<file path="src/rtl/ifhg_pkg.sv">
package ifhg_pkg;

  localparam logic [13:0] MtuReset    = 14'd1500;
  localparam logic [13:0] MtuMin      = 14'd1280;
  localparam logic [13:0] MtuMax      = 14'd9000;
  localparam logic [13:0] HdrLen      = 14'd20;
  localparam logic [15:0] VerIhlTos   = 16'h4501;
  localparam logic [7:0]  TtlVal      = 8'h40;

  typedef enum logic [0:0] {
    CFG_MTU = 1'b0,
    CFG_DF  = 1'b1
  } ifhg_cfg_idx_t;

  typedef enum logic [1:0] {
    ST_IDLE,
    ST_PREP,
    ST_SEND
  } ifhg_state_t;

  typedef struct packed {
    logic capture;
    logic prep;
    logic emit;
  } ifhg_cmd_t;

  typedef struct packed {
    logic len_zero;
    logic last;
    logic out_free;
  } ifhg_sts_t;

endpackage

</file>
<file path="src/rtl/ifhg_ctrl.sv">
module ifhg_ctrl
  import ifhg_pkg::*;
(
  input  logic      clk,
  input  logic      rst,
  input  logic      in_valid,
  output logic      in_stall,
  input  ifhg_sts_t sts,
  output ifhg_cmd_t cmd
);

  ifhg_state_t state;
  ifhg_state_t state_next;

  always_ff @(posedge clk) begin
    if (rst) begin
      state <= ST_IDLE;
    end else begin
      state <= state_next;
    end
  end

  always_comb begin
    state_next  = state;
    cmd         = '0;
    in_stall    = 1'b1;
    unique case (state)
      ST_IDLE: begin
        in_stall = 1'b0;
        if (in_valid) begin
          cmd.capture = 1'b1;
          if (!sts.len_zero) begin
            state_next = ST_PREP;
          end
        end
      end
      ST_PREP: begin
        cmd.prep   = 1'b1;
        state_next = ST_SEND;
      end
      ST_SEND: begin
        if (sts.out_free) begin
          cmd.emit = 1'b1;
          if (sts.last) begin
            state_next = ST_IDLE;
          end
        end
      end
      default: begin
        state_next = ST_IDLE;
      end
    endcase
  end

endmodule

</file>
<file path="src/rtl/ifhg_datapath.sv">
module ifhg_datapath
  import ifhg_pkg::*;
(
  input  logic        clk,
  input  logic        rst,
  input  logic        cfg_valid,
  input  logic        cfg_index,
  input  logic [13:0] cfg_data,
  input  logic [31:0] source_address,
  input  logic [31:0] dest_address,
  input  logic [7:0]  protocol_number,
  input  logic [15:0] payload_length,
  input  logic [15:0] identification,
  input  ifhg_cmd_t   cmd,
  output ifhg_sts_t   sts,
  input  logic        out_stall,
  output logic        out_valid,
  output logic [15:0] flags_offset_word,
  output logic [13:0] total_length,
  output logic [15:0] header_checksum,
  output logic [15:0] payload_offset,
  output logic [13:0] fragment_size,
  output logic        last_fragment
);

  logic [13:0] mtu;
  logic        dont_fragment;

  logic [31:0] src;
  logic [31:0] dst;
  logic [7:0]  proto;
  logic [15:0] len;
  logic [15:0] ident;
  logic        df;

  logic [13:0] slice;
  logic [15:0] base;
  logic [15:0] done;

  logic [13:0] mtu_clamped;
  logic [18:0] base_sum;
  logic [16:0] base_f1;
  logic [15:0] base_next;

  logic [15:0] rem;
  logic        last;
  logic [13:0] size;
  logic [13:0] tot;
  logic [15:0] fo;
  logic [17:0] frag_sum;
  logic [16:0] frag_f1;
  logic [15:0] frag_fold;

  always_ff @(posedge clk) begin
    if (rst) begin
      mtu           <= MtuReset;
      dont_fragment <= 1'b1;
    end else if (cfg_valid) begin
      unique case (ifhg_cfg_idx_t'(cfg_index))
        CFG_MTU: mtu           <= cfg_data;
        CFG_DF:  dont_fragment <= cfg_data[0];
        default: ;
      endcase
    end
  end

  always_ff @(posedge clk) begin
    if (cmd.capture) begin
      src   <= source_address;
      dst   <= dest_address;
      proto <= protocol_number;
      len   <= payload_length;
      ident <= identification;
      df    <= dont_fragment;
    end
  end

  always_comb begin
    if (mtu < MtuMin) begin
      mtu_clamped = MtuMin;
    end else if (mtu > MtuMax) begin
      mtu_clamped = MtuMax;
    end else begin
      mtu_clamped = mtu;
    end
    base_sum = 19'(VerIhlTos) + 19'(ident) + 19'({TtlVal, proto})
             + 19'(src[31:16]) + 19'(src[15:0]) + 19'(dst[31:16]) + 19'(dst[15:0]);
    base_f1   = 17'(base_sum[15:0]) + 17'(base_sum[18:16]);
    base_next = base_f1[15:0] + 16'(base_f1[16]);
  end

  always_ff @(posedge clk) begin
    if (cmd.prep) begin
      slice <= mtu_clamped - HdrLen;
      base  <= base_next;
      done  <= '0;
    end else if (cmd.emit) begin
      done  <= done + 16'(size);
    end
  end

  always_comb begin
    rem  = len - done;
    last = (rem <= 16'(slice));
    size = last ? rem[13:0] : {slice[13:3], 3'b000};
    tot  = HdrLen + size;
    fo   = {1'b0, df, ~last, done[15:3]};
    frag_sum  = 18'(base) + 18'(tot) + 18'(fo);
    frag_f1   = 17'(frag_sum[15:0]) + 17'(frag_sum[17:16]);
    frag_fold = frag_f1[15:0] + 16'(frag_f1[16]);
  end

  always_ff @(posedge clk) begin
    if (rst) begin
      out_valid <= 1'b0;
    end else if (cmd.emit) begin
      out_valid <= 1'b1;
    end else if (!out_stall) begin
      out_valid <= 1'b0;
    end
  end

  always_ff @(posedge clk) begin
    if (cmd.emit) begin
      flags_offset_word <= fo;
      total_length      <= tot;
      header_checksum   <= ~frag_fold;
      payload_offset    <= done;
      fragment_size     <= size;
      last_fragment     <= last;
    end
  end

  assign sts.len_zero = (payload_length == '0);
  assign sts.last     = last;
  assign sts.out_free = !out_valid || !out_stall;

endmodule

</file>
<file path="src/rtl/ipv4_fragment_header_generator.sv">
// Splits one datagram per input transaction into IPv4 fragment headers.
// Input channel: in_valid/in_stall with addresses, protocol, payload length
// and identification; a transaction completes when in_valid is high and
// in_stall is low. The block takes a new datagram only while its sequencer
// is idle, which may overlap with the last header still waiting at the output.
// Output channel: out_valid/out_stall, one transaction per fragment, in
// order, with last_fragment set on the final one. A zero length gives none.
// After the input transaction the sequencer passes through its prep and send
// states, and each header is registered at the output; further headers follow
// one per cycle while the output is not stalled.
// While out_stall is high the output register holds its header and the
// sequencer waits; nothing is lost.
// Configuration: cfg_valid/cfg_ready, always ready; index 0 writes the MTU,
// index 1 the DF bit. Write only while idle.
// Reset clears the sequencer and the output valid, sets the MTU to 1500 and
// the DF bit to one.
module ipv4_fragment_header_generator
  import ifhg_pkg::*;
(
  input  logic        clk,
  input  logic        rst,
  input  logic        cfg_valid,
  output logic        cfg_ready,
  input  logic        cfg_index,
  input  logic [13:0] cfg_data,
  input  logic        in_valid,
  output logic        in_stall,
  input  logic [31:0] source_address,
  input  logic [31:0] dest_address,
  input  logic [7:0]  protocol_number,
  input  logic [15:0] payload_length,
  input  logic [15:0] identification,
  output logic        out_valid,
  input  logic        out_stall,
  output logic [15:0] flags_offset_word,
  output logic [13:0] total_length,
  output logic [15:0] header_checksum,
  output logic [15:0] payload_offset,
  output logic [13:0] fragment_size,
  output logic        last_fragment
);

  ifhg_cmd_t cmd;
  ifhg_sts_t sts;

  assign cfg_ready = 1'b1;

  ifhg_ctrl u_ctrl (
    .clk      (clk),
    .rst      (rst),
    .in_valid (in_valid),
    .in_stall (in_stall),
    .sts      (sts),
    .cmd      (cmd)
  );

  ifhg_datapath u_datapath (
    .clk               (clk),
    .rst               (rst),
    .cfg_valid         (cfg_valid),
    .cfg_index         (cfg_index),
    .cfg_data          (cfg_data),
    .source_address    (source_address),
    .dest_address      (dest_address),
    .protocol_number   (protocol_number),
    .payload_length    (payload_length),
    .identification    (identification),
    .cmd               (cmd),
    .sts               (sts),
    .out_stall         (out_stall),
    .out_valid         (out_valid),
    .flags_offset_word (flags_offset_word),
    .total_length      (total_length),
    .header_checksum   (header_checksum),
    .payload_offset    (payload_offset),
    .fragment_size     (fragment_size),
    .last_fragment     (last_fragment)
  );

endmodule

</file>
<file path="config.mk">
export PLATFORM = sky130hd
export DESIGN_NAME = ipv4_fragment_header_generator
export DESIGN_NICKNAME = d
export VERILOG_FILES = /design/src/rtl/ifhg_pkg.sv /design/src/rtl/ifhg_ctrl.sv /design/src/rtl/ifhg_datapath.sv /design/src/rtl/ipv4_fragment_header_generator.sv
export SDC_FILE = /design/constraint.sdc
export NUM_CORES = 1
export LEC_CHECK = 0
export BUFFER_PORTS_ARGS = -buffer_cell sky130_fd_sc_hd__buf_4
export CAP_MARGIN = 20
export CELL_PAD_IN_SITES_DETAIL_PLACEMENT = 0
export CELL_PAD_IN_SITES_GLOBAL_PLACEMENT = 1
export CORE_MARGIN = 3
export CORE_UTILIZATION = 35
export CTS_BUF_LIST = sky130_fd_sc_hd__clkbuf_16
export CTS_CLUSTER_DIAMETER = 150
export DETAILED_ROUTE_END_ITERATION = 7
export PLACE_DENSITY = 0.7
export SETUP_SLACK_MARGIN = 0.5
export SLEW_MARGIN = 40
export SYNTH_ARGS = -nofsm -noshare
export SYNTH_HDL_FRONTEND = slang
export SYNTH_SLANG_ARGS = --single-unit
</file>
<file path="constraint.sdc">
create_clock -name clk -period 14.87 [get_ports clk]
set_clock_uncertainty 0.1 [all_clocks]
set_input_delay 4.461 -clock clk [delete_from_list [all_inputs] [get_ports clk]]
set_output_delay 4.461 -clock clk [all_outputs]
set_load 0.005 [all_outputs]
</file>
==> run metrics <==
synthesized area 14900 µm²; largest net degree at the start of global routing 70; ys flop type edfxtp_1; vias in the first global route 10700; # IOs 204; setup ws final 3000 ps; Final Max Tran Viols 0; largest stage delay on the critical path 600 ps; drt pass-1 iters 5; CTS tree built; residual DRC count 0; Ant. Diodes 0; die area 45200 µm²; CTS buffer count 27; Worst-path clk slew 60 ps; unrepaired setup endpoints after global routing false; maximum fanout along the worst path 19; Clk Latency, worst-skew pair 570 ps; Hold Crit Class reg -> reg; EDFF count, synth 196; Synth area leader edfxtp_1; Via density 4.98; htree depth 1; first-pass GRT wire length 57600 µm; Crit path top cell by count ha_1; initial antenna violation count 0; Port Buffer Count 201; Routed Antenna Nets 0; placed cell area 17000 µm²; Post-Synthesis Cells 1367; setup TNS 0 ps; die height 213 µm; ys async rst share 0%; Critical-path top delay cell clkinv_1; synthesis-to-finish area growth 20.0%; DR iter-0 viols 518; YS warnings 0; crit start category register; routability cong. 0.867; max cap viols 0; critical path type reg -> reg; hold-fix buffers at CTS 0; status finished, final reports clean; hpwl dp 29700 µm; global route overflow 0; wire per inst 17.4 µm; # rows 75; Final Cycle Share 79.8%; Final Hold Viols 0; Distinct cells, synth 90; crit end category register; die width 213 µm; FF+latch area 6570 µm²; initial core utilization 35.5%; DRT Wirelength 37000 µm; # setup viols final 0; Critical Path RT 15190 ps; Synth top area share 39.4%; Max Fclk 0.0842 GHz; Post-CTS Setup Repair Bufs 0; post-route cell area 17900 µm²; WP data arrival 12190 ps; ratio of cells with drive above 1 in the final layout 18.5%; GRT Util Overall 16.2%; Via Count 10600; Setup WS pre-CTS 3060 ps; Clock Tree Buf Depth 3; number of synthesized register bits 230; Seq/Total Area, Yosys 43.9%; slew of the pin with the lowest slew margin 807 ps; footprint of the multi-input gates 7630 µm²; relative slew slack 45.7%; FILL cells 4019; core area 42000 µm²; crit path time final 11870 ps; Avg Cell Area, Syn 10.9 µm²; Synth area leaders edfxtp_1, ha_1, fa_1, dfxtp_1, xnor2_1; clk sinks 230; number of gates resized after CTS 0; Syn Nets 1667; Root Buffer clkbuf_16; Nets 1864
## placed cells by master (no fill, tap or decap), types with 7 or more instances in the layout
cell / n
or2_2: 7
clkbuf_16: 27
o21bai_1: 8
xnor2_1: 72
inv_1: 145
nand2b_1: 15
nand3b_1: 10
o21ai_0: 49
buf_4: 206
nor4_1: 13
o21a_1: 13
nand3_1: 40
nor2_1: 76
xor2_1: 55
a21oi_1: 87
edfxtp_1: 196
nand2_1: 91
a31oi_1: 8
and3_1: 17
a21o_1: 18
dfxtp_1: 34
ha_1: 114
nor3_1: 25
nand4_1: 12
fa_1: 62
a211oi_1: 10
nor2b_1: 13
## worst max-delay path: cells and delay by family, from the launching register on
kind,cells,cell delay [ps]
compound gates,22,4360
buf+inv,2,740
simple gates,15,3430
flops,1,400
xor+xnor,2,250
fa+ha+maj,8,2420
## synthesized netlist by cell type (all sizes together) (13+ instances only)
| library cell | instances |
|---|---|
| a211oi | 13 |
| a21o | 19 |
| a21oi | 87 |
| and3 | 17 |
| buf | 22 |
| clkbuf | 17 |
| dfxtp | 34 |
| edfxtp | 196 |
| fa | 62 |
| ha | 114 |
| inv | 144 |
| nand2 | 93 |
| nand2b | 15 |
| nand3 | 41 |
| nor2 | 77 |
| nor2b | 14 |
| nor3 | 26 |
| nor4 | 15 |
| o21a | 13 |
| o21ai | 54 |
| xnor2 | 74 |
| xor2 | 55 |
## cell type report
class	instances	area share (%)
multi-input cells	953	42.6
clock inverters	21	1.56
clock buffers	27	3.77
flip-flops and latches	230	36.6
repair buffers	207	8.69
inverters	145	3.04
well taps	539	3.76
## sequential cells by signal, indices dropped and copies added (netlist names), 15 cells and up, named ones only
signal	flops
u_datapath.payload_offset	15
u_datapath.dst	32
u_datapath.base	16
u_datapath.src	32
u_datapath.header_checksum	16
u_datapath.len	16
u_datapath.done	15
u_datapath.ident	16
## through the flow
stage                     hold slack [ps]  utilization, %  std cells
final                                 371            42.6       2122
after global routing                  400            42.6       2122
after floorplan                       302               -       1367
after CTS                             373            42.6       2122
after detailed placement              365            40.3       2074
after global placement                368            40.3       2074
## cells by family (layout without fill, tap and decap cells)
family / count (synthesis) / after routing / synth area share, %
DFF: 230 / 230 / 43.9
adders and majority gates: 176 / 176 / 17.9
and+or+nand+nor: 362 / 362 / 12.4
muxes: 9 / 9 / 0.628
xor gates and xnor gates: 129 / 129 / 7.66
buffers and inverters: 184 / 400 / 5.10
other: 2 / 2 / 0.0503
AOI/OAI and AO/OA: 275 / 275 / 12.3
## final timing paths
kind	to	from	slack (ps)	depth (start not counted)
min	u_datapath.mtu[0]	u_datapath.mtu[0]	370	2
max	u_datapath.header_checksum[14]	u_datapath.done[4]	3000	49
max reg2reg	u_datapath.header_checksum[14]	u_datapath.done[4]	3000	49
min reg2reg	u_datapath.mtu[0]	u_datapath.mtu[0]	370	2
## layer usage
metal  part of all wire, %  vias to the layer above  wire (µm)  GRT usage, %
met3                   4.0                       64       1490          2.36
met5                     0                        -          0             0
met4                   2.9                        0       1070          4.61
met1                    46                     4985      17000          21.6
li1                      -                     5284          -             -
met2                    47                      232      17500          27.6
Power is not shown: default switching activity piles up to over one toggle a cycle in this logic, so the estimate is an artifact.
